===== config.mk =====
export PLATFORM = sky130hd
export DESIGN_NAME = socu_seq
export DESIGN_NICKNAME = d
export VERILOG_FILES = /design/src/sv/socu_pkg.sv /design/src/sv/socu_seq.sv
export SDC_FILE = /design/constraint.sdc
export NUM_CORES = 1
export LEC_CHECK = 0
export BUFFER_PORTS_ARGS = -buffer_cell sky130_fd_sc_hd__buf_2
export CAP_MARGIN = 20
export CORE_ASPECT_RATIO = 0.5
export CORE_UTILIZATION = 35
export DETAILED_ROUTE_END_ITERATION = 6
export PLACE_DENSITY = 0.67
export SKIP_CTS_REPAIR_TIMING = 1
export SYNTH_ARGS = -nofsm -noshare
export SYNTH_HDL_FRONTEND = slang
export SYNTH_SLANG_ARGS = --single-unit
export TNS_END_PERCENT = 5

===== constraint.sdc =====
create_clock -name clk -period 3.55 [get_ports clk]
set_clock_uncertainty 0.05 [all_clocks]
set_input_delay 0.355 -clock clk [delete_from_list [all_inputs] [get_ports clk]]
set_output_delay 0.355 -clock clk [all_outputs]
set_load 0.02 [all_outputs]

===== src/sv/socu_pkg.sv =====
// ----------------------------------------------------------------------------
// Single occurrence counter package
// Shared widths, defaults, mark codes and result type.
// ----------------------------------------------------------------------------
package socu_pkg;

	localparam int CAPACITY_DEF   = 1024;
	localparam int VALUE_BITS_DEF = 32;

	localparam int VALUE_W    = 32;
	localparam int COUNT_W    = 11;
	localparam int OUT_DATA_W = 16;

	localparam logic [COUNT_W-1:0] COUNT_MAX = 11'h7FF;

	// mark bit stored beside each value
	localparam logic MARK_ONCE  = 1'b0;
	localparam logic MARK_MULTI = 1'b1;

	typedef struct packed {
		logic [COUNT_W-1:0] once_count;
		logic               overflow;
	} res_t;

endpackage


===== src/sv/socu_seq.sv =====
// ----------------------------------------------------------------------------
// Single occurrence counter sequencer
// Scans the used entries through one read port and one comparator, then
// updates or appends at most one entry and keeps the running counts.
// ----------------------------------------------------------------------------
module socu_seq
	import socu_pkg::*;
#(
	parameter int CAPACITY   = CAPACITY_DEF,
	parameter int VALUE_BITS = VALUE_BITS_DEF
) (
	input  logic                        clk,
	input  logic                        arst_n,
	input  logic                        in_valid,
	output logic                        in_ready,
	input  logic [VALUE_BITS-1:0]       key,
	input  logic                        last,
	output logic                        wr_en,
	output logic [$clog2(CAPACITY)-1:0] wr_addr,
	output logic [VALUE_BITS:0]         wr_data,
	output logic                        rd_en,
	output logic [$clog2(CAPACITY)-1:0] rd_addr,
	input  logic [VALUE_BITS:0]         rd_data,
	output logic                        res_valid,
	input  logic                        res_ready,
	output res_t                        res
);

	localparam int AW = $clog2(CAPACITY);
	localparam int UW = $clog2(CAPACITY + 1);

	typedef enum logic [1:0] {
		ST_IDLE,
		ST_SCAN,
		ST_FIN
	} state_t;

	state_t              state_q;
	logic [VALUE_BITS-1:0] key_q;
	logic                last_q;
	logic [UW-1:0]       idx_q;
	logic                cmp_v_q;
	logic [UW-1:0]       cmp_idx_q;
	logic [UW-1:0]       used_q;
	logic [UW-1:0]       once_q;
	logic                ovf_q;

	logic issue;
	logic hit;
	logic miss;
	logic full;
	logic sat;

	assign issue = (state_q == ST_SCAN) && (idx_q < used_q);
	assign hit   = (state_q == ST_SCAN) && cmp_v_q && (rd_data[VALUE_BITS-1:0] == key_q);
	assign miss  = (state_q == ST_SCAN) && !issue && !cmp_v_q;
	assign full  = (used_q == UW'(CAPACITY));

	assign in_ready = (state_q == ST_IDLE);

	assign rd_en   = issue;
	assign rd_addr = idx_q[AW-1:0];

	assign wr_en   = (hit && (rd_data[VALUE_BITS] == MARK_ONCE)) || (miss && !full);
	assign wr_addr = hit ? cmp_idx_q[AW-1:0] : used_q[AW-1:0];
	assign wr_data = hit ? {MARK_MULTI, key_q} : {MARK_ONCE, key_q};

	assign sat            = (32'(once_q) > 32'(COUNT_MAX));
	assign res.once_count = sat ? COUNT_MAX : COUNT_W'(once_q);
	assign res.overflow   = ovf_q;
	assign res_valid      = (state_q == ST_FIN) && last_q;

	always_ff @(posedge clk or negedge arst_n) begin
		if (!arst_n) begin
			state_q   <= ST_IDLE;
			last_q    <= 1'b0;
			idx_q     <= '0;
			cmp_v_q   <= 1'b0;
			cmp_idx_q <= '0;
			used_q    <= '0;
			once_q    <= '0;
			ovf_q     <= 1'b0;
		end else begin
			unique case (state_q)
				ST_IDLE: begin
					if (in_valid) begin
						key_q   <= key;
						last_q  <= last;
						idx_q   <= '0;
						cmp_v_q <= 1'b0;
						state_q <= ST_SCAN;
					end
				end
				ST_SCAN: begin
					cmp_v_q   <= issue;
					cmp_idx_q <= idx_q;
					if (issue) begin
						idx_q <= idx_q + UW'(1);
					end
					if (hit) begin
						if (rd_data[VALUE_BITS] == MARK_ONCE && once_q != '0) begin
							once_q <= once_q - UW'(1);
						end
						state_q <= ST_FIN;
					end else if (miss) begin
						if (full) begin
							ovf_q <= 1'b1;
						end else begin
							used_q <= used_q + UW'(1);
							once_q <= once_q + UW'(1);
						end
						state_q <= ST_FIN;
					end
				end
				ST_FIN: begin
					if (!last_q) begin
						state_q <= ST_IDLE;
					end else if (res_ready) begin
						used_q  <= '0;
						once_q  <= '0;
						ovf_q   <= 1'b0;
						state_q <= ST_IDLE;
					end
				end
				default: begin
					state_q <= ST_IDLE;
				end
			endcase
		end
	end

endmodule


After elaboration in Yosys (flattened, before gate mapping)
Cells that the tools add are included.
{ "word_totals": {"register_bits": 80, "in_bits": 70, "output_inout_bits": 69, "elab_cells": 86} }
{ "op_classes": {"n_addsub": 4, "magnitude_cmp": 1, "eq_ne": 16, "n_mux": 30, "bitwise_logic": 1, "reduce_logical": 25} }
{ "ops": {"columns": ["op", "count"], "rows": [
  ["2-to-1 mux 11 bit", 11],
  ["case mux 11 bit (2 select lines)", 3],
  ["adder 11 x 1 -> 11 bit (second input constant)", 3],
  ["2-to-1 mux 33 bit", 1],
  ["equality test 32 bit", 1],
  ["AND reduction 6 bit", 3],
  ["inequality test 2 bit (second input constant)", 8],
  ["equality test 11 bit (second input constant)", 1],
  ["less-than comparator 11 bit", 1],
  ["nonzero test 11 bit", 1],
  ["subtractor 11 x 1 -> 11 bit (second input constant)", 1],
  ["2-to-1 mux 10 bit", 1],
  ["2-to-1 mux 2 bit", 5],
  ["logical AND 1 bit", 9],
  ["inequality test 3 bit (second input constant)", 3],
  ["AND reduction 3 bit", 3],
  ["2-to-1 mux 1 bit", 6],
  ["case mux 2 bit (3 select lines)", 1],
  ["case mux 1 bit (2 select lines)", 2],
  ["AND reduction 2 bit", 2],
  ["nonzero test 2 bit", 2],
  ["logical NOT 1 bit", 3],
  ["inequality test 3 x 2 -> 1 bit (second input constant)", 1],
  ["equality test 2 x 1 -> 1 bit (second input constant)", 1],
  ["4 further kinds", 4]
]} }

Longest topological paths before layout
{ "logic_depth": {"ltp_word": 8, "mapped_depth": 13, "depth_no_buf": 12} }

Least setup slack after synthesis
Ideal clock, no wire load.
{ "synth_path": {"path_type": "register -> register", "from": "reg key_q[7]", "to": "reg once_q[10]", "setup_time_ps": 134, "arrival_ps": 3784, "required_time_ps": 3366, "setup_slack_ps": -418, "path_stages_with_launch": 13, "n_path_buf": 0, "synth_period_minus_slack_ps": 3968, "path_cell_list": "edfxtp_1 -> xor2_1 -> nor4_1 -> nand4_1 -> nor4_1 -> ha_1 -> a21oi_1 -> nand2_1 -> a21oi_1 -> o21a_1 -> nor3_1 -> a311oi_1 -> o22ai_1"} }
{ "synth_via": {"elab_chain_len": 4, "elab_cells_between_ends": 8, "cone_classes": "eq/ne: 4; mux: 2; reduce/logical: 2"} }
{ "synth_lines": {"columns": ["item", "line", "text"], "rows": [
  ["start: declaration", "socu_seq.sv:39", "logic [VALUE_BITS-1:0] key_q;"],
  ["start signal: assignment", "socu_seq.sv:87", "key_q <= key;"],
  ["equality test 32 bit (*)", "socu_seq.sv:55", "assign hit = (state_q == ST_SCAN) && cmp_v_q && (rd_data[VALUE_BITS-1:0] == key_q);"],
  ["logical AND 1 bit (*)", "socu_seq.sv:55", null],
  ["named net hit", "socu_seq.sv:49", "logic hit;"],
  ["inequality test 3 x 2 -> 1 bit (no line) (tied with other cells)", null, null],
  ["AND reduction 6 bit (no line) or case mux 11 bit (2 select lines) (tied branches)", null, null],
  ["end signal: assignment", "socu_seq.sv:102", "once_q <= once_q - UW'(1);"],
  ["end signal: assignment", "socu_seq.sv:110", "once_q <= once_q + UW'(1);"],
  ["end: declaration", "socu_seq.sv:45", "logic [UW-1:0] once_q;"]
]} }
The timed path passes the listed nets; every way through them passes the cells marked *.
A chain may end at the register's enable or synchronous reset.

Worst setup path in the final report
{ "layout_path": {"from": "reg key_q[14]", "to": "reg once_q[10]"} }
{ "layout_via": {"elab_chain_len": 4, "elab_cells_between_ends": 8, "cone_classes": "eq/ne: 4; mux: 2; reduce/logical: 2"} }
{ "layout_lines": {"columns": ["item", "line"], "rows": [
  ["equality test 32 bit (*)", "socu_seq.sv:55"],
  ["logical AND 1 bit (*)", "socu_seq.sv:55"],
  ["inequality test 3 x 2 -> 1 bit (no line) (tied with other cells)", null],
  ["AND reduction 6 bit (no line) or case mux 11 bit (2 select lines) (tied branches)", null]
]} }
Mark *: on every way between the ends. The rest lies on a longest branch, timed or not.

==> impl_metrics.ini <==
[power_and_ir_drop]
leakagePower_nw = 2.59
cellPowerDensity_nw_per_um2 = 662
total_power_mw = 3.66
ir_worst_vdd_uv = 263

[cts]
clockBufferDepth = 2
cts_tree = built
clock-sinks = 80
clk_pin_slew_ps = 70
cts_buffers = 9
clockRootBuffer = clkbuf_16
cts_max_level = 3
clk_latency_ps = 330

[global_route]
antenna_found_initial = 0
gr-usage-all-layers_pct = 17.0
globalRouteMet3Util_pct = 4.29
busiest_layer = met2
grt_max_degree = 49
met2_usage_pct = 30.1
met1_usage_pct = 21.0
grt_pass1_wl_mm = 17.3
grt_pass1_vias = 3481
grt-ovfl-total = 0

[timing]
rsz0062_at_grt = false
max_slew_margin_pct = 50.5
tns_ps = 0
hold_violations = 0
finalCritPeriodShare_pct = 93.3
timing.fmax_ghz = 0.302
worstMarginPinSlew_ps = 739
finalSetupViolCount = 0
holdWs_ps = 98.1
slew_viol_final = 0
period_needed_ps = 3310

[synthesis]
yosysMostFrequentCell = nand2_1
yosys_most_used_dff = dfrtp_1
synth_top_area_share_pct = 27.1
async_flop_share_pct = 60.0
syn-instance-count = 443
ys_ff_latch = 80
syn_area_per_cell_um2 = 10.0
synthTopCellsByArea = dfrtp_1, edfxtp_1, xor2_1
seq_area_frac_synth_pct = 48.8
synth_edf_count = 32
ys_top_cells_by_count = nand2_1, dfrtp_1, xor2_1
yosysUniqueCellTypes = 47
syn_area_um2 = 4430
synth_nets = 537
yosys_warnings = 0
yosysTopAreaCell = dfrtp_1

[cells_and_area]
areaGrowthSynthToFinish_pct = 24.7
design_area_um2 = 5530
insertedDiodeCount = 0
n_fill_cell = 1178
drive_gt1_share_pct = 29.6
layout.nets = 667
final_core_util_pct = 45.7

[die]
start_util_pct = 36.7
fp.dieH_um = 81.6
placement_rows = 28
die_area_um2 = 13200
die_w_um = 161
coreArea_um2 = 12100
ioPinCount = 139

[critical_path]
cp_max_fo = 12
cp.arrival_ps = 3440
crit_path_end_kind = flip-flop
worstPathRequired_ps = 3680
crit_type = reg2reg
start_kind = flip-flop

[route]
routedWlPerCell_um = 14.5
routed_wl_mm = 10.8
drc_errors = 0
dr.pass1.iters = 4
ant_nets = 0
drt-initial-drc-count = 143
viasPerCell = 4.83
num_vias = 3587

[run]
drv_cap = 0

[place]
io_buffers = 138
dp_hpwl_mm = 8.29
gp_congestion = 0.860
placedInstanceArea_um2 = 5230

[min_path]
hold_class = in2async

[status]
status = finished clean
worst max-delay path: stages, from the launching register on:
cell and delay, ps:
edfxtp_1 420, xor2_1 190, nor4_2 340, nand4_1 240
nor4_2 300, buf_4 230, ha_1 310, a21oi_1 170
nand3_1 110, a21oi_2 160, o21a_1 200, nor3_1 60
a311oi_1 260, o22ai_1 130
stage by stage:
stage	std cells	setup slack, ps
global route	743	29.4
detailed placement	726	17.5
floorplan	443	4.02
CTS	742	8.58
finish	743	239
global placement	726	78.3
power by group:
group / total (mW) / leakage (nW) / switching (mW) / internal (mW)
registers: 1.35 / 0.913 / 0.203 / 1.15
logic: 1.46 / 1.55 / 0.944 / 0.516
clock network: 0.847 / 0.129 / 0.375 / 0.473
total: 3.66 / 2.59 / 1.52 / 2.14
cell families after synthesis:
kind of cell / share of synthesized area (%)
AO/OA/AOI/OAI: 9.48
XOR/XNOR: 10.9
flip-flops: 48.8
AND/OR/NAND/NOR: 17.9
buffers and inverters: 5.30
adder cells (fa/ha/maj): 6.94
multiplexers: 0.705
routing by layer:
metal  routed length (um)  part of all wire, %  vias to the layer above
li1                     -                    -                     1810
met1                 4980                   46                     1691
met2                 5320                   49                       81
met3                  420                  3.9                        5
met4                   62                 0.58                        0
met5                    0                    0                        -
final timing paths:
kind / startpoint / endpoint / slack (ps) / cells after the start
worst min register to register: cmp_idx_q[8] / cmp_idx_q[8] / 420 / 2
worst max register to register: key_q[14] / once_q[10] / 240 / 13
worst min-delay path: arst_n / idx_q[2] / 100 / 2
worst max-delay path: key_q[14] / once_q[10] / 240 / 13
min in group clk: key[10] / key_q[10] / 150 / 1
max in group asynchronous: arst_n / idx_q[10] / 2940 / 2
registers in the layout (all words and copies together) (netlist names), 2 cells and up:
name and cells:
state_q 2, used_q 11, once_q 11, key_q 32, cmp_idx_q 10, idx_q 11
layout make-up:
class,count,area [um^2],area share [%]
well taps,165,206,3.73
clock buffers,9,225,4.07
repair buffers,146,751,13.6
inverters,20,75.1,1.36
multi-input cells,316,2060,37.3
clock inverters,7,47.5,0.860
flip-flops and latches,80,2160,39.1
layout by cell type (no fill, tap or decap), types with 3 or more instances in the layout:
| master | instances |
|---|---|
| buf_2 | 138 |
| nand2_1 | 69 |
| dfrtp_1 | 48 |
| xor2_1 | 37 |
| edfxtp_1 | 32 |
| nor2_1 | 27 |
| o21ai_0 | 23 |
| ha_1 | 23 |
| inv_1 | 20 |
| xnor2_1 | 18 |
| a21oi_1 | 18 |
| nand3_1 | 16 |
| nor4_1 | 12 |
| nand4_1 | 11 |
| clkbuf_16 | 9 |
| buf_4 | 8 |
| nor3_1 | 6 |
| a21o_1 | 5 |
| and3_1 | 5 |
| nor4_2 | 4 |
| o21a_1 | 4 |
| nand2b_1 | 3 |
| o22ai_1 | 3 |
Power figures use the tool's default switching activity.
